File: config.mk
export PLATFORM = sky130hd
export DESIGN_NAME = ect_fifo
export DESIGN_NICKNAME = d
export VERILOG_FILES = /design/src/sv/ect_pkg.sv /design/src/sv/ect_fifo.sv
export VERILOG_INCLUDE_DIRS = /design/src /design/src/sv
export SDC_FILE = /design/constraint.sdc
export NUM_CORES = 1
export LEC_CHECK = 0
export BUFFER_PORTS_ARGS = -buffer_cell sky130_fd_sc_hd__buf_2
export CORE_ASPECT_RATIO = 1.1
export CORE_MARGIN = 5
export CORE_UTILIZATION = 45
export DETAILED_ROUTE_END_ITERATION = 16
export PLACE_DENSITY = 0.7
export SLEW_MARGIN = 20
export SYNTH_ARGS = -nofsm -noshare
export SYNTH_HDL_FRONTEND = slang
export SYNTH_SLANG_ARGS = --single-unit
File: constraint.sdc
create_clock -name clk -period 9.2 [get_ports clk]
set_input_delay 1.84 -clock clk [delete_from_list [all_inputs] [get_ports clk]]
set_output_delay 1.84 -clock clk [all_outputs]
set_load 0.1 [all_outputs]
File: src/sv/expression_char_tokenizer_macros.svh
// Assertion macros shared by the tokenizer RTL.
`ifndef EXPRESSION_CHAR_TOKENIZER_MACROS_SVH
`define EXPRESSION_CHAR_TOKENIZER_MACROS_SVH

`ifndef SYNTHESIS
`define ECT_ASSERT_IMPLY(lbl, ck, rs, ante, cons) \
  lbl: assert property (@(posedge ck) disable iff (rs) (ante) |-> (cons)) \
    else $error("tokenizer check failed");
`define ECT_ASSERT_NEXT(lbl, ck, rs, ante, cons) \
  lbl: assert property (@(posedge ck) disable iff (rs) (ante) |=> (cons)) \
    else $error("tokenizer check failed");
`else
`define ECT_ASSERT_IMPLY(lbl, ck, rs, ante, cons)
`define ECT_ASSERT_NEXT(lbl, ck, rs, ante, cons)
`endif

`endif

File: src/sv/ect_pkg.sv
// Types, constants and limits shared by the tokenizer modules.
`default_nettype none
package ect_pkg;

  localparam int MAX_DIGITS = 18;
  localparam int SIG_W      = 60;
  localparam int FRAC_W     = 5;
  localparam int FIFO_DEPTH = 4;
  localparam int FIFO_AW    = $clog2(FIFO_DEPTH);
  localparam int FIFO_CW    = $clog2(FIFO_DEPTH + 1);

  function automatic logic [63:0] calc_limit();
    logic [63:0] p;
    p = 64'd1;
    for (int i = 0; i < MAX_DIGITS && i < 19; i++) begin
      p = p * 64'd10;
    end
    p = p - 64'd1;
    if (p > {{(64 - SIG_W){1'b0}}, {SIG_W{1'b1}}}) begin
      p = {{(64 - SIG_W){1'b0}}, {SIG_W{1'b1}}};
    end
    return p;
  endfunction

  localparam logic [SIG_W-1:0]  SIG_LIMIT = SIG_W'(calc_limit());
  localparam logic [SIG_W-1:0]  LIM_DIV10 = SIG_LIMIT / 10;
  localparam logic [FRAC_W-1:0] FRAC_CAP  =
    FRAC_W'((MAX_DIGITS > 19) ? 19 : ((MAX_DIGITS < 0) ? 0 : MAX_DIGITS));

  typedef enum logic [3:0] {
    TK_NUMBER = 4'd0,
    TK_PLUS   = 4'd1,
    TK_MINUS  = 4'd2,
    TK_MUL    = 4'd3,
    TK_DIV    = 4'd4,
    TK_POW    = 4'd5,
    TK_LPAREN = 4'd6,
    TK_RPAREN = 4'd7,
    TK_SIN    = 4'd8,
    TK_COS    = 4'd9,
    TK_TAN    = 4'd10,
    TK_SQRT   = 4'd11,
    TK_LOG    = 4'd12,
    TK_LN     = 4'd13,
    TK_EQUALS = 4'd14,
    TK_VAR    = 4'd15
  } ect_kind_t;

  localparam logic [1:0] VAR_X = 2'd0;
  localparam logic [1:0] VAR_Y = 2'd1;
  localparam logic [1:0] VAR_Z = 2'd2;

  localparam logic [7:0] CH_PLUS   = 8'h2B;
  localparam logic [7:0] CH_MINUS  = 8'h2D;
  localparam logic [7:0] CH_STAR   = 8'h2A;
  localparam logic [7:0] CH_SLASH  = 8'h2F;
  localparam logic [7:0] CH_CARET  = 8'h5E;
  localparam logic [7:0] CH_LPAREN = 8'h28;
  localparam logic [7:0] CH_RPAREN = 8'h29;
  localparam logic [7:0] CH_EQUALS = 8'h3D;
  localparam logic [7:0] CH_POINT  = 8'h2E;
  localparam logic [7:0] CH_X      = 8'h78;
  localparam logic [7:0] CH_Y      = 8'h79;
  localparam logic [7:0] CH_Z      = 8'h7A;

  typedef struct packed {
    ect_kind_t         kind;
    logic [SIG_W-1:0]  significand;
    logic [FRAC_W-1:0] fraction_digits;
    logic              number_overflow;
    logic [1:0]        variable_id;
    logic              last_of_run;
  } ect_token_t;

  typedef struct packed {
    logic [1:0] count;
    ect_token_t first;
    ect_token_t second;
  } ect_push_t;

endpackage
`default_nettype wire

File: src/sv/ect_fifo.sv
// Result queue: takes up to two tokens a cycle, hands out one a cycle while out_ready is high.
`default_nettype none
`include "expression_char_tokenizer_macros.svh"
module ect_fifo
  import ect_pkg::*;
(
  input  wire logic       clk,
  input  wire logic       rst,
  input  wire ect_push_t  push,
  output logic            room,
  output logic            out_valid,
  input  wire logic       out_ready,
  output ect_token_t      head
);

  ect_token_t           mem [FIFO_DEPTH];
  logic [FIFO_AW-1:0]   wr;
  logic [FIFO_AW-1:0]   wr_plus1;
  logic [FIFO_AW-1:0]   rd;
  logic [FIFO_CW-1:0]   count;
  logic                 pop;

  assign pop       = out_valid && out_ready;
  assign out_valid = (count != '0);
  assign head      = mem[rd];
  assign room      = (count <= FIFO_CW'(FIFO_DEPTH - 2));
  assign wr_plus1  = wr + 1'b1;

  always_ff @(posedge clk) begin
    if (push.count != 2'd0) begin
      mem[wr] <= push.first;
    end
    if (push.count == 2'd2) begin
      mem[wr_plus1] <= push.second;
    end
  end

  always_ff @(posedge clk) begin
    if (rst) begin
      wr    <= '0;
      rd    <= '0;
      count <= '0;
    end else begin
      wr    <= wr + FIFO_AW'(push.count);
      rd    <= rd + FIFO_AW'(pop);
      count <= count + FIFO_CW'(push.count) - FIFO_CW'(pop);
    end
  end

  `ECT_ASSERT_IMPLY(a_fifo_no_overrun, clk, rst, push.count != 2'd0,
                    (32'(count) + 32'(push.count)) <= FIFO_DEPTH)
  `ECT_ASSERT_NEXT(a_fifo_pop_frees, clk, rst, pop && push.count == 2'd0,
                   count == $past(count) - FIFO_CW'(1))

endmodule
`default_nettype wire

Word level (Yosys, flattened, before mapping)
Memories as Yosys holds them, arrays and structs flattened. A register that Yosys moved wholly into a read port is not among the register bits.
Cells that the tools add are included.
W data, S select, Z words.
{"block": "totals", "memories": 1, "ramBits": 292, "output_inout_bits": 75, "register_bits": 7, "inputBits": 151, "word_cells": 19}
{"block": "op_classes", "reduce_logical": 3, "eq_ne": 1, "n_addsub": 5, "n_lt_le_gt_ge": 1, "n_mux": 5}
{"memory": "mem", "words": 4, "word_bits": 73, "read_ports": 1, "rd_clocked_by_memory_dff": 1, "write_ports": 2, "line": "ect_fifo.sv:16", "source": "ect_token_t mem [FIFO_DEPTH];"}
{"cell": "$mux W1", "n": 4}
{"cell": "$add A3 B2 Y3", "n": 1}
{"cell": "$le A3 B2 Y1 const B", "n": 1}
{"cell": "$reduce_bool A3 Y1", "n": 1}
{"cell": "$sub A3 B1 Y3", "n": 1}
{"cell": "$add A2 B1 Y2", "n": 1}
{"cell": "$add A2 B1 Y2 const B", "n": 1}
{"cell": "$add A2 B2 Y2", "n": 1}
{"cell": "$eq A2 B2 Y1 const B", "n": 1}
{"cell": "$mux W2", "n": 1}
{"cell": "$reduce_bool A2 Y1", "n": 1}
{"cell": "$logic_and A1 B1 Y1", "n": 1}

Depth between registers and ports, before layout
{"block": "logic_depth", "ltp_word": 4, "depth_mapped": 7, "ltp_nobuf": 7}

Least setup slack after synthesis
No wires, ideal clock.
{"block": "synth_path", "path_type": "input -> register", "start": "in push[147] (netlist name)", "end": "mem mem[0][0] (netlist name) (enable)", "slack_ns": 1.421, "required_ns": 8.595, "arrival_ns": 7.174, "path_buffers": 1, "path_stages": 3, "setup_time_ns": 0.605, "path_cell_list": "buf_4 > o21bai_1 > o21ai_0"}
{"item": "from (decl)", "line": "ect_fifo.sv:9", "source": "input wire ect_push_t push,"}
{"item": "to (decl)", "line": "ect_fifo.sv:16"}

==> metrics.md <==
| Metric | Value |
|---|---|
| Final Util | about 53% |
| Worst Setup End Kind | output pin |
| Max cap viols | 0 |
| Die Width | 181.8 microns |
| Clock Latency Late Sink | ~540 ps |
| Die area | ~0.036 sq mm |
| RSZ-0062 raised after global routing | false |
| DRC | 0 |
| Seq/Total Area, Yosys | between 60% and 70% |
| Core Area | 0.03220 sq mm |
| Setup Crit Path Kind | reg2out |
| Power, Total | ~4.5 mW |
| Post-CTS resize count | 0 |
| Hold Violations, Final | 0 |
| Max VDD drop | 0.0002624 V |
| Sum of routed wire length over all layers | around 33,000 microns |
| H-tree depth | 1 |
| Grt ovf | 0 |
| Leakage | a little under 6 nW |
| Vias in the first global route | 8,628 |
| Slowest cell on the critical path | buf_4 |
| CTS tree | built |
| First-pass GRT wire length | about 51,000 microns |
| Detail Route Antenna Nets | 0 |
| Status | finished clean |
| Num rows | ~70 |
| Vias per cell | ~5.5 |
| Least-Margin Pin Slew | roughly 980 ps |
| Post-placement cell count | 1,368 |
| Combinational power share | a little over a third |
| Hold crit path type | reg2reg |
| IO buf count | ~230 |
| Post-synth top flop | edfxtp_1 |
| Synth Area in Adders | less than 1% |
| Hold_buf cts | 0 |
| Hold Worst Slack | approximately 720 ps |
| Async set or reset register ratio after synthesis | 0% |
| Mux cell area share after synthesis | about a third |
| Sw frac | 39.32% |
| Final nets | roughly 1,100 |
| Period utilization | 54.91% |
| Crit-path max cell delay | approximately 860 ps |
| Crit path DAT | roughly 3200 ps |
| CP Data Required Time | around 7400 ps |
| Num ports | 226 |
| P&R area growth vs syn | 16.12% |
| Die Span Y | just under 200 microns |
| Distinct cells, synth | 27 |
| Post-DP Area | approximately 0.016 sq mm |
| Syn Inst Count | 752 |
| Iteration-0 DRC Markers | approximately 480 |
| Clock sink count | about 300 |
| YS warnings | 0 |
| Share of power burned in registers | approximately 39% |
| XOR/XNOR Fraction of Synth Area | 0.3170% |
| Postcts setup bufs | 0 |
| CTS root buf | clkbuf_16 |
| Peak Freq | ~200 MHz |
| Clock-pin slew on the worst setup and hold paths | around 60 ps |
| # setup viols final | 0 |
| Routed length per instance | 23.33 microns |
| Setup TNS | 0 ps |
| Place WS | about 4600 ps |
| Final cell count without fillers | approximately 1,400 |
| Initial antenna violation count | 5 |
| Mapped cell area | about 0.015 sq mm |
| PwrDens | 267.9 mW/mm^2 |
| Max-slew violations | 0 |
| Final min period | just over 5000 ps |
| Share of cells above drive strength 1 | between 60% and 70% |
| Hpwl dp | 20,250 microns |
| Vias | ~7,800 |
| Synth Register Bits | 299 |
| Clock buffer depth | 3 |
| Internal power | between 2 and 3 mW |
| Switching Power | approximately 1.8 mW |
| Cell area after layout | about 0.017 sq mm |
| Syn_nets | around 900 |
| RD Place Congestion | approximately 0.74 |
| Synth Area in Simple Gates | less than 1% |
| Post-synth EDFFs | approximately 290 |
| Worst slew margin | 34.75% |
| Largest net degree at the start of global routing | 50 |
| Drt pass-1 iters | 5 |
| Clock Skews | about 7.5 ps |
| Initial Utilization | between 40% and 50% |
| Synthesized area per cell | slightly below 20 sq um |
| Worst path cell trace | buf_4 > mux4_2 > buf_2 |
| Total CTS buffers | 31 |
| Tot GR Track Use | approximately 18% |
| Hold path depth | 2 |
| Clock power frac | between 20% and 30% |
| Synth Area in Compound Gates | 0.2827% |
| # fillers | approximately 2,600 |
| Reg2Reg Depth | 5 |
| Worst Setup Start Kind | flop |
| Final critical-path setup slack | 4148 ps |
| Combinational family with the most area after synthesis | multiplexers |
| CP max FO | 45 |
==> worst max-delay path, delay by kind of cell (launching register included) <==
kind     cells  cell delay (ps)
buf+inv      2             1170
flops        1              790
mux          1              620
==> synthesized netlist by cell type (2+ instances only) <==
cell	instances	area [sq um]
inv_1	4	15.01
mux2i_1	2	20.02
edfxtp_1	292	8768
and4bb_2	2	25.02
mux2_2	294	3311
buf_4	8	60.06
dfxtp_1	7	140.1
nor2b_1	4	25.02
o21bai_1	2	15.01
nor2_1	8	30.03
buf_2	13	65.06
buf_12	7	140.1
mux4_2	73	1644
clkbuf_1	5	18.77
buf_1	4	15.01
buf_6	14	157.7
ha_1	3	37.54
==> layer usage <==
metal / vias to the layer above / wire, microns / track usage, % / part of all wire [%]
met5: - / 25 / 0 / 0.075
met4: 4 / 533 / 4.337 / 1.6
met3: 43 / 1960 / 3.767 / 5.9
met2: 219 / 17210 / 31.94 / 52
met1: 3988 / 13520 / 23.04 / 41
li1: 3540 / - / - / -
==> power by group through the flow <==
stage / Combinational [mW] / Clock (mW) / Sequential [mW]
floorplan: 1.40 / 0 / 1.74
global placement: 1.63 / 0 / 1.78
detailed placement: 1.65 / 0 / 1.78
CTS: 1.65 / 1.19 / 1.75
global route: 1.69 / 1.25 / 1.77
finish: 1.63 / 1.17 / 1.75
==> layout make-up <==
type,count,area [sq um],share of cell area [%]
diodes,3,7.507,0.04427
clock buffers,46,872.1,5.142
clock inverters,8,61.31,0.3615
inverters,4,15.01,0.08853
multi-input cells,398,5275,31.11
flip-flops and latches,299,8916,52.57
well taps,426,533.0,3.143
repair buffers,241,1279,7.540
==> cell families (layout without fill, tap and decap cells) <==
family / count (synthesis) / in the layout
mux: 369 / 369
flops: 299 / 299
buf+inv: 55 / 299
simple gates: 17 / 17
compound gates: 6 / 6
fa+ha+maj: 4 / 4
xor+xnor: 2 / 2
other cells: 0 / 3
==> flip-flops by register name (all words and copies together) (netlist names) <==
| signal | count |
|---|---|
| wr | 2 |
| mem | 292 |
| rd | 2 |
| count | 3 |
==> path summary, 6_finish.rpt <==
kind	from	to	slack, ps
worst max-delay path	rd[0]	head[62]	4150
worst min-delay path	count[2]	count[2]	720
worst max register to register	wr[1]	mem[2][64]	6310
worst min register to register	count[2]	count[2]	720
==> cell usage in the layout, fill, tap and decap left out, types with 2 or more instances in the layout <==
| cell type | instances |
|---|---|
| dfxtp_4 | 2 |
| clkbuf_1 | 11 |
| mux2i_1 | 2 |
| nor2_4 | 2 |
| and4bb_4 | 2 |
| dfxtp_1 | 5 |
| nor2b_1 | 4 |
| mux4_2 | 73 |
| clkinv_2 | 4 |
| edfxtp_1 | 292 |
| diode_2 | 3 |
| buf_4 | 14 |
| mux2_2 | 294 |
| nor2_1 | 6 |
| clkbuf_8 | 4 |
| inv_1 | 4 |
| ha_1 | 3 |
| buf_2 | 225 |
| clkbuf_16 | 31 |
| clkinv_1 | 3 |
No activity file was read; power rests on OpenSTA's default activity.
