<file path="config.mk">
export PLATFORM = sky130hd
export DESIGN_NAME = ect_core
export DESIGN_NICKNAME = d
export VERILOG_FILES = /design/src/sv/ect_pkg.sv /design/src/sv/ect_core.sv
export VERILOG_INCLUDE_DIRS = /design/src /design/src/sv
export SDC_FILE = /design/constraint.sdc
export NUM_CORES = 1
export LEC_CHECK = 0
export ABC_AREA = 1
export BUFFER_PORTS_ARGS = -buffer_cell sky130_fd_sc_hd__buf_2
export CAP_MARGIN = 20
export CORE_MARGIN = 2
export CORE_UTILIZATION = 55
export CTS_CLUSTER_SIZE = 40
export DETAILED_ROUTE_END_ITERATION = 6
export PLACE_DENSITY = 0.73
export SYNTH_ARGS = -nofsm -noshare
export SYNTH_HDL_FRONTEND = slang
export SYNTH_SLANG_ARGS = --single-unit
</file>
<file path="constraint.sdc">
create_clock -name clk -period 9.65 [get_ports clk]
set_input_delay 0.965 -clock clk [delete_from_list [all_inputs] [get_ports clk]]
set_output_delay 0.965 -clock clk [all_outputs]
set_load 0.02 [all_outputs]
</file>
<file path="src/sv/expression_char_tokenizer_macros.svh">
// Assertion macros shared by the tokenizer RTL.
`ifndef EXPRESSION_CHAR_TOKENIZER_MACROS_SVH
`define EXPRESSION_CHAR_TOKENIZER_MACROS_SVH

`ifndef SYNTHESIS
`define ECT_ASSERT_IMPLY(lbl, ck, rs, ante, cons) \
  lbl: assert property (@(posedge ck) disable iff (rs) (ante) |-> (cons)) \
    else $error("tokenizer check failed");
`define ECT_ASSERT_NEXT(lbl, ck, rs, ante, cons) \
  lbl: assert property (@(posedge ck) disable iff (rs) (ante) |=> (cons)) \
    else $error("tokenizer check failed");
`else
`define ECT_ASSERT_IMPLY(lbl, ck, rs, ante, cons)
`define ECT_ASSERT_NEXT(lbl, ck, rs, ante, cons)
`endif

`endif

</file>
<file path="src/sv/ect_pkg.sv">
// Types, constants and limits shared by the tokenizer modules.
`default_nettype none
package ect_pkg;

  localparam int MAX_DIGITS = 18;
  localparam int SIG_W      = 60;
  localparam int FRAC_W     = 5;
  localparam int FIFO_DEPTH = 4;
  localparam int FIFO_AW    = $clog2(FIFO_DEPTH);
  localparam int FIFO_CW    = $clog2(FIFO_DEPTH + 1);

  function automatic logic [63:0] calc_limit();
    logic [63:0] p;
    p = 64'd1;
    for (int i = 0; i < MAX_DIGITS && i < 19; i++) begin
      p = p * 64'd10;
    end
    p = p - 64'd1;
    if (p > {{(64 - SIG_W){1'b0}}, {SIG_W{1'b1}}}) begin
      p = {{(64 - SIG_W){1'b0}}, {SIG_W{1'b1}}};
    end
    return p;
  endfunction

  localparam logic [SIG_W-1:0]  SIG_LIMIT = SIG_W'(calc_limit());
  localparam logic [SIG_W-1:0]  LIM_DIV10 = SIG_LIMIT / 10;
  localparam logic [FRAC_W-1:0] FRAC_CAP  =
    FRAC_W'((MAX_DIGITS > 19) ? 19 : ((MAX_DIGITS < 0) ? 0 : MAX_DIGITS));

  typedef enum logic [3:0] {
    TK_NUMBER = 4'd0,
    TK_PLUS   = 4'd1,
    TK_MINUS  = 4'd2,
    TK_MUL    = 4'd3,
    TK_DIV    = 4'd4,
    TK_POW    = 4'd5,
    TK_LPAREN = 4'd6,
    TK_RPAREN = 4'd7,
    TK_SIN    = 4'd8,
    TK_COS    = 4'd9,
    TK_TAN    = 4'd10,
    TK_SQRT   = 4'd11,
    TK_LOG    = 4'd12,
    TK_LN     = 4'd13,
    TK_EQUALS = 4'd14,
    TK_VAR    = 4'd15
  } ect_kind_t;

  localparam logic [1:0] VAR_X = 2'd0;
  localparam logic [1:0] VAR_Y = 2'd1;
  localparam logic [1:0] VAR_Z = 2'd2;

  localparam logic [7:0] CH_PLUS   = 8'h2B;
  localparam logic [7:0] CH_MINUS  = 8'h2D;
  localparam logic [7:0] CH_STAR   = 8'h2A;
  localparam logic [7:0] CH_SLASH  = 8'h2F;
  localparam logic [7:0] CH_CARET  = 8'h5E;
  localparam logic [7:0] CH_LPAREN = 8'h28;
  localparam logic [7:0] CH_RPAREN = 8'h29;
  localparam logic [7:0] CH_EQUALS = 8'h3D;
  localparam logic [7:0] CH_POINT  = 8'h2E;
  localparam logic [7:0] CH_X      = 8'h78;
  localparam logic [7:0] CH_Y      = 8'h79;
  localparam logic [7:0] CH_Z      = 8'h7A;

  typedef struct packed {
    ect_kind_t         kind;
    logic [SIG_W-1:0]  significand;
    logic [FRAC_W-1:0] fraction_digits;
    logic              number_overflow;
    logic [1:0]        variable_id;
    logic              last_of_run;
  } ect_token_t;

  typedef struct packed {
    logic [1:0] count;
    ect_token_t first;
    ect_token_t second;
  } ect_push_t;

endpackage
`default_nettype wire

</file>
<file path="src/sv/ect_core.sv">
// Input register, keyword prefix machine and number accumulator.
`default_nettype none
`include "expression_char_tokenizer_macros.svh"
module ect_core
  import ect_pkg::*;
(
  input  wire logic       clk,
  input  wire logic       rst,
  input  wire logic       in_valid,
  input  wire logic [7:0] char_code,
  input  wire logic       end_of_text,
  output logic            in_ready,
  input  wire logic       room,
  output ect_push_t       push
);

  typedef enum logic [10:0] {
    PFX_IDLE = 11'b000_0000_0001,
    PFX_S    = 11'b000_0000_0010,
    PFX_SI   = 11'b000_0000_0100,
    PFX_SQ   = 11'b000_0000_1000,
    PFX_SQR  = 11'b000_0001_0000,
    PFX_L    = 11'b000_0010_0000,
    PFX_LO   = 11'b000_0100_0000,
    PFX_C    = 11'b000_1000_0000,
    PFX_CO   = 11'b001_0000_0000,
    PFX_T    = 11'b010_0000_0000,
    PFX_TA   = 11'b100_0000_0000
  } pfx_t;

  localparam logic [1:0] PT_INT  = 2'd0;
  localparam logic [1:0] PT_FRAC = 2'd1;
  localparam logic [1:0] PT_DROP = 2'd2;

  typedef struct packed {
    logic              active;
    logic [SIG_W-1:0]  value;
    logic [FRAC_W-1:0] frac;
    logic [1:0]        pc;
    logic              ovf;
  } num_t;

  function automatic num_t add_digit(num_t cur, logic [3:0] d);
    num_t        r;
    logic [63:0] v10;
    logic [63:0] sum;
    logic        fits;
    r    = cur;
    v10  = ({{(64 - SIG_W){1'b0}}, cur.value} << 3) + ({{(64 - SIG_W){1'b0}}, cur.value} << 1);
    sum  = v10 + 64'(d);
    fits = (cur.value <= LIM_DIV10) && (sum <= 64'(SIG_LIMIT));
    if (cur.pc == PT_INT) begin
      if (fits) begin
        r.value = SIG_W'(sum);
      end else begin
        r.value = SIG_LIMIT;
        r.ovf   = 1'b1;
      end
    end else if (cur.pc == PT_FRAC) begin
      if (fits && cur.frac < FRAC_CAP) begin
        r.value = SIG_W'(sum);
        r.frac  = cur.frac + 1'b1;
      end else begin
        r.pc = PT_DROP;
      end
    end
    return r;
  endfunction

  logic       a_valid;
  logic [7:0] a_char;
  logic       a_eot;
  pfx_t       prefix;
  pfx_t       prefix_next;
  num_t       num;
  num_t       num_mid;
  num_t       num_next;
  num_t       num_src;

  logic       fire;
  logic       is_dig;
  logic [3:0] dval;
  logic [7:0] lc;
  logic       kw_hit;
  ect_kind_t  kw_kind;
  pfx_t       kw_next;
  logic       continued;
  logic       fresh;
  logic       close_num;
  logic       eot_num;
  logic       has_num;
  logic       tok_hit;
  ect_kind_t  tok_kind;
  logic [1:0] tok_var;
  ect_token_t num_tok;
  ect_token_t sym_tok;

  assign fire     = a_valid && room;
  assign in_ready = !a_valid || room;
  assign is_dig   = (a_char >= 8'h30) && (a_char <= 8'h39);
  assign dval     = a_char[3:0];
  assign lc       = ((a_char >= 8'h41) && (a_char <= 8'h5A)) ? (a_char | 8'h20) : a_char;

  always_comb begin
    kw_hit  = 1'b0;
    kw_kind = TK_SIN;
    kw_next = PFX_IDLE;
    unique case (prefix)
      PFX_S: begin
        if (lc == "i") kw_next = PFX_SI;
        else if (lc == "q") kw_next = PFX_SQ;
      end
      PFX_SI:  if (lc == "n") begin kw_hit = 1'b1; kw_kind = TK_SIN; end
      PFX_SQ:  if (lc == "r") kw_next = PFX_SQR;
      PFX_SQR: if (lc == "t") begin kw_hit = 1'b1; kw_kind = TK_SQRT; end
      PFX_L: begin
        if (lc == "n") begin
          kw_hit  = 1'b1;
          kw_kind = TK_LN;
        end else if (lc == "o") begin
          kw_next = PFX_LO;
        end
      end
      PFX_LO:  if (lc == "g") begin kw_hit = 1'b1; kw_kind = TK_LOG; end
      PFX_C:   if (lc == "o") kw_next = PFX_CO;
      PFX_CO:  if (lc == "s") begin kw_hit = 1'b1; kw_kind = TK_COS; end
      PFX_T:   if (lc == "a") kw_next = PFX_TA;
      PFX_TA:  if (lc == "n") begin kw_hit = 1'b1; kw_kind = TK_TAN; end
      default: ;
    endcase
  end

  assign continued = (prefix != PFX_IDLE) && (kw_hit || kw_next != PFX_IDLE);

  always_comb begin
    num_mid     = num;
    prefix_next = prefix;
    close_num   = 1'b0;
    fresh       = 1'b0;
    tok_hit     = 1'b0;
    tok_kind    = TK_PLUS;
    tok_var     = VAR_X;

    if (num.active) begin
      if (is_dig) begin
        num_mid = add_digit(num, dval);
      end else if (a_char == CH_POINT) begin
        if (num.pc != PT_DROP) num_mid.pc = num.pc + 1'b1;
      end else begin
        close_num = 1'b1;
        num_mid   = '0;
        fresh     = 1'b1;
      end
    end else begin
      fresh = 1'b1;
    end

    if (fresh) begin
      if (continued) begin
        prefix_next = kw_next;
        tok_hit     = kw_hit;
        tok_kind    = kw_kind;
      end else begin
        prefix_next = PFX_IDLE;
        if (is_dig) begin
          num_mid        = '0;
          num_mid.active = 1'b1;
          num_mid.value  = SIG_W'(dval);
        end else begin
          tok_hit = 1'b1;
          case (a_char)
            CH_PLUS:   tok_kind = TK_PLUS;
            CH_MINUS:  tok_kind = TK_MINUS;
            CH_STAR:   tok_kind = TK_MUL;
            CH_SLASH:  tok_kind = TK_DIV;
            CH_CARET:  tok_kind = TK_POW;
            CH_LPAREN: tok_kind = TK_LPAREN;
            CH_RPAREN: tok_kind = TK_RPAREN;
            CH_EQUALS: tok_kind = TK_EQUALS;
            CH_X: begin tok_kind = TK_VAR; tok_var = VAR_X; end
            CH_Y: begin tok_kind = TK_VAR; tok_var = VAR_Y; end
            CH_Z: begin tok_kind = TK_VAR; tok_var = VAR_Z; end
            default: begin
              tok_hit = 1'b0;
              case (lc)
                "s":     prefix_next = PFX_S;
                "l":     prefix_next = PFX_L;
                "c":     prefix_next = PFX_C;
                "t":     prefix_next = PFX_T;
                default: prefix_next = PFX_IDLE;
              endcase
            end
          endcase
        end
      end
    end

    num_next = num_mid;
    eot_num  = a_eot && num_mid.active;
    if (a_eot) begin
      prefix_next = PFX_IDLE;
      num_next    = '0;
    end
  end

  assign has_num = close_num || eot_num;
  assign num_src = close_num ? num : num_mid;

  always_comb begin
    num_tok                 = '0;
    num_tok.kind            = TK_NUMBER;
    num_tok.significand     = num_src.value;
    num_tok.fraction_digits = num_src.frac;
    num_tok.number_overflow = num_src.ovf;
    num_tok.last_of_run     = !tok_hit;

    sym_tok             = '0;
    sym_tok.kind        = tok_kind;
    sym_tok.variable_id = tok_var;
    sym_tok.last_of_run = 1'b1;

    push.count  = fire ? (2'(has_num) + 2'(tok_hit)) : 2'd0;
    push.first  = has_num ? num_tok : sym_tok;
    push.second = sym_tok;
  end

  always_ff @(posedge clk) begin
    if (rst) begin
      a_valid <= 1'b0;
    end else if (in_ready) begin
      a_valid <= in_valid;
    end
  end

  always_ff @(posedge clk) begin
    if (in_ready && in_valid) begin
      a_char <= char_code;
      a_eot  <= end_of_text;
    end
  end

  always_ff @(posedge clk) begin
    if (rst) begin
      prefix <= PFX_IDLE;
      num    <= '0;
    end else if (fire) begin
      prefix <= prefix_next;
      num    <= num_next;
    end
  end

  `ECT_ASSERT_IMPLY(a_core_prefix_excl, clk, rst, prefix != PFX_IDLE, !num.active)
  `ECT_ASSERT_IMPLY(a_core_int_nofrac, clk, rst, num.pc == PT_INT, num.frac == '0)
  `ECT_ASSERT_IMPLY(a_core_idle_clear, clk, rst, !num.active,
                    num.value == '0 && num.pc == PT_INT && !num.ovf)

endmodule
`default_nettype wire

</file>
## Yosys cells after proc, flatten, opt, wreduce, memory -nomap -nowiden

Cells that the tools add are included.

- Add/subtract/negate cells: 5
- Magnitude comparators: 7
- Equality and inequality tests: 37
- Mux-type cells: 63
- Reduce and logical (&&, ||, !) cells: 19

Operators with widths:

| cell | number |
|---|---|
| 69-bit two-way mux | 6 |
| 8-bit by 7-bit == test with 1-bit output, second input constant | 15 |
| 60-bit two-way mux | 2 |
| 73-bit two-way mux | 1 |
| 68-bit two-way mux | 1 |
| 67-bit two-way mux | 1 |
| 66-bit two-way mux | 1 |
| 65-bit two-way mux | 1 |
| 63-bit by 61-bit adder with 64-bit output | 1 |
| 64-bit by 4-bit adder with 64-bit output | 1 |
| 8-bit by 6-bit == test with 1-bit output, second input constant | 8 |
| 64-bit by 60-bit <= comparator with 1-bit output, second input constant | 1 |
| 60-bit by 57-bit <= comparator with 1-bit output, second input constant | 1 |
| 11-bit one-hot mux with 5 select lines | 1 |
| 11-bit two-way mux | 4 |
| 10-bit one-hot mux with 4 select lines | 1 |
| 4-bit one-hot mux with 8 select lines | 1 |
| 11-bit by 1-bit != test with 1-bit output, second input constant | 2 |
| 7-bit two-way mux | 3 |
| 10-bit two-way mux | 2 |
| 4-bit two-way mux | 5 |
| 2-bit two-way mux | 9 |
| 1-bit two-way mux | 16 |
| 3-bit one-hot mux with 5 select lines | 1 |
| 34 further kinds | 46 |

- Flip-flop bits (word level): 90
- Bits of input ports: 13
- Output and inout bits: 149
- Word-level logic and storage cells: 140

## Longest topological paths before layout

- Depth after elaboration: 17
- Gate-level depth with buffers: 36
- Mapped depth without buffers: 35

## Least setup slack after synthesis

OpenSTA, ideal clock, no wires.

- Path kind: reg-to-output
- Start point: reg a_char[3]
- End point: out push[105] (netlist bit)
- Arrival time: 3917 ps
- Data required time: 8685 ps
- Path slack: 4768 ps
- Cell stages (with the launch flop): 29
- Path buffers: 2
- Cell sequence: edfxtp_1 inv_2 fa_1 fa_1 inv_1 nand3_1 nand2_1 nand2_1 nand2_1 nand2_1 nand2_1 nand3_1 nand3_1 nand2_1 nand2_2 nand2_2 nor2_4 nand2_2 nor2_4 nand3_2 nand2_4 nand4_4 buf_12 buf_6 o211ai_2 nand2_1 nand2_1 nand2_1 a21oi_1

RTL lines:

| what | line | text |
|---|---|---|
| start: declaration | ect_core.sv:71 | `logic [7:0] a_char;` |
| start signal: assignment | ect_core.sv:237 | `a_char <= char_code;` |
| end: declaration | ect_core.sv:14 | `output ect_push_t push` |

==> flow_metrics.env <==
export IMPL_status="finished with violations"
export IMPL_violations="DRC"
export IMPL_grt_max_degree=82
export IMPL_track_usage=0.393
export IMPL_dieArea_mm2=0.0306
export IMPL_dp_final_hpwl_mm=47.9
export IMPL_max_stage_delay_ns=0.60
export IMPL_fmax_mhz=141
export IMPL_syn_inst=3058
export IMPL_htreeDepth=3
export IMPL_drtPass1Iterations=7
export IMPL_fin_area_mm2=0.0167
export IMPL_synthTopCellsByCount="nand2_1 (1218), inv_1 (468), nor2_1 (238)"
export IMPL_synth_edf_count=9
export IMPL_rr_endpoint="num[24]"
export IMPL_synth_ff_type="dfxtp_1"
export IMPL_path_buf_inv=4
export IMPL_leakage_nw=8.83
export IMPL_insertion_delay_ns=0.39
export IMPL_max_slew_margin=0.284
export IMPL_synth_cell_types=62
export IMPL_ioPinCount=162
export IMPL_path_depth=33
export IMPL_cp_top_family="simple AND/OR/NAND/NOR gates"
export IMPL_crit_path_top_delay_cell="fa_1"
export IMPL_whs_path_depth=2
export IMPL_synth_async_sr_flop_share=0
export IMPL_place_congestion=1.04
export IMPL_hold_worst_slack_ns=0.485
export IMPL_syn_area_mm2=0.0161
export IMPL_worst_pin_slew_ns=1.07
export IMPL_power_density_mw_per_mm2=52.3
export IMPL_netlist_top_cell_by_area="nand2_1"
export IMPL_grt_pass1_vias=17400
export IMPL_crit_fanout=42
export IMPL_diodes=0
export IMPL_r2r_setup_slack_ns=4.08
export IMPL_drive_gt1_frac=0.0777
export IMPL_cts_setup_buffers=0
export IMPL_cts_buffers=9
export IMPL_clock_sinks=90
export IMPL_fp_coreArea_mm2=0.0287
export IMPL_drv_slew=0
export IMPL_area_growth_pct=4.33
export IMPL_yosysWarnings=0
export IMPL_root_buffer="clkbuf_16"
export IMPL_start_util=0.559
export IMPL_yosysSeqAreaShare=0.118
export IMPL_io_buffers=94
export IMPL_cap_violations=0
export IMPL_first_iter_violations=2270
export IMPL_vias_per_cell=5.60
export IMPL_route_antenna_remaining_nets=0
export IMPL_cts_tree="done"
export IMPL_synth_area_leaders="nand2_1 (28%), inv_1 (11%), dfxtp_1 (10%), ha_1 (9.6%), nand3_1 (6.1%)"
export IMPL_synth_top_area_share=0.285
export IMPL_finalHoldViolations=0
export IMPL_vias=19400
export IMPL_route_detailed_drc=6
export IMPL_crit_path_frequent_cell="nand2_1"
export IMPL_fill_cells=3069
export IMPL_power_w=0.000875
export IMPL_crit_arrival_ns=6.11
export IMPL_worstHoldEndpoint="num[0]"
export IMPL_start_kind="flop"
export IMPL_drt_wirelength_per_cell_um=17.6
export IMPL_cts_hold_buf=0
export IMPL_ys_seq_elements=90
export IMPL_cts_resized_gates=0
export IMPL_synth_avg_cell_area_um2=5.25
export IMPL_clk_pin_slew_ns=0.09
export IMPL_final_setup_viol_count=0
export IMPL_cp_data_required_time_ns=8.69
export IMPL_critPathKind="flop to output port"
export IMPL_hold_start="num[0]"
export IMPL_ff2ff_path_depth=29
export IMPL_fin_tns_setup_ns=0
export IMPL_grt_overflow_total=0
export IMPL_post_route_min_period_ns=7.08
export IMPL_finalCritPeriodShare=0.733
export IMPL_fin_nets=3222
export IMPL_yosysMostFrequentCell="nand2_1"
export IMPL_min_path_type="flop to flop"
export IMPL_fp_dieW_um=175
export IMPL_ir_worst_vdd_mv=0.107
export IMPL_grt_pass1_wl_mm=95.0
export IMPL_die_height_um=175
export IMPL_finClkSkew_ns=0.0149
export IMPL_drt_wl_total_mm=61.1
export IMPL_cts_path_max_buffers=2
export IMPL_cp_end_kind="output port"
export IMPL_grt_antenna_before_repair=0
export IMPL_post_dp_cell_area_mm2=0.0164
export IMPL_reg2reg_from="a_char[3]"
export IMPL_rsz0062_at_grt="no"
export IMPL_rows=62
-- worst min-delay path: cells and delay by family, from the launching register on --
kind	cells	cell delay, ns
AO/OA/AOI/OAI	1	0.06
AND/OR/NAND/NOR	1	0.07
flip-flops	1	0.32
-- registers in the layout, indices dropped and copies added, names as in the netlist --
name / cells
a_char: 8
a_eot: 1
a_valid: 1
num: 69
prefix: 11
-- cells by family (layout without fill, tap and decap cells) --
kind of cell,count (synthesis),in the layout,synth area share
xor+xnor,8,8,0.00436
fa+ha+maj,125,125,0.0984
compound gates,340,340,0.122
other cells,2,67,0.000468
buf+inv,655,621,0.177
simple gates,1838,1838,0.480
flops,90,90,0.118
-- layout by cell type (no fill, tap or decap), types with 10 or more instances in the layout --
cell type / netlist / routed
buf_4: 68 / 16
buf_2: 12 / 94
nand2_2: 28 / 29
nor4_1: 10 / 10
inv_2: 16 / 17
dfxtp_1: 81 / 81
o21ai_0: 63 / 63
inv_1: 468 / 467
conb_1: 2 / 67
nand3b_1: 16 / 16
nor2_2: 26 / 27
ha_1: 123 / 123
nand4_1: 45 / 45
a21oi_1: 184 / 184
o21ai_1: 21 / 21
nor3_1: 31 / 31
nand2_1: 1218 / 1216
nor2_1: 238 / 236
o211ai_1: 12 / 12
nand3_1: 195 / 195
-- metrics by stage --
step / worst slack [ns] / instances / utilization
final: 2.57 / 3473 / 0.584
after CTS: 2.72 / 3472 / 0.583
after detailed placement: 3.16 / 3456 / 0.572
after global routing: 2.17 / 3473 / 0.584
after global placement: 3.24 / 3456 / 0.572
after floorplan: 4.77 / 3123 / -
-- how the worst max path moves through the flow --
stage,endpoint,startpoint
4_1_cts,push[113],a_char[3]
6_report,push[113],a_char[3]
2_1_floorplan,push[105],a_char[3]
3_3_place_gp,push[128],a_char[3]
5_1_grt,push[113],a_char[3]
3_5_place_dp,push[113],a_char[3]
-- where the power goes --
| group | leakage (nW) | switching [W] | total, W | internal (W) |
|---|---|---|---|---|
| clock | 0.151 | 0.000199 | 0.000384 | 0.000186 |
| sequential | 0.740 | 0.00000453 | 0.000385 | 0.000381 |
| combinational | 7.94 | 0.0000875 | 0.000106 | 0.0000183 |
| total | 8.83 | 0.000291 | 0.000875 | 0.000585 |
-- cell type report --
type | instances | area, um^2 | share of cell area
multi-input combinational | 2378 | 11600 | 0.692
timing repair buffer | 111 | 611 | 0.0365
clock buffer | 9 | 225 | 0.0134
tap | 384 | 480 | 0.0287
sequential | 90 | 1890 | 0.113
inverter | 494 | 1860 | 0.111
clock inverter | 7 | 83.8 | 0.00501
-- per-layer routing --
metal	routed length, um	share of wire	GRT usage	up-vias
met3	6070	0.099	0.0640	180
li1	-	-	-	9492
met1	25000	0.41	0.518	8618
met4	3720	0.061	0.205	0
met5	0	0	0	-
met2	26300	0.43	0.618	1143
(Power assumes the default switching activity.)
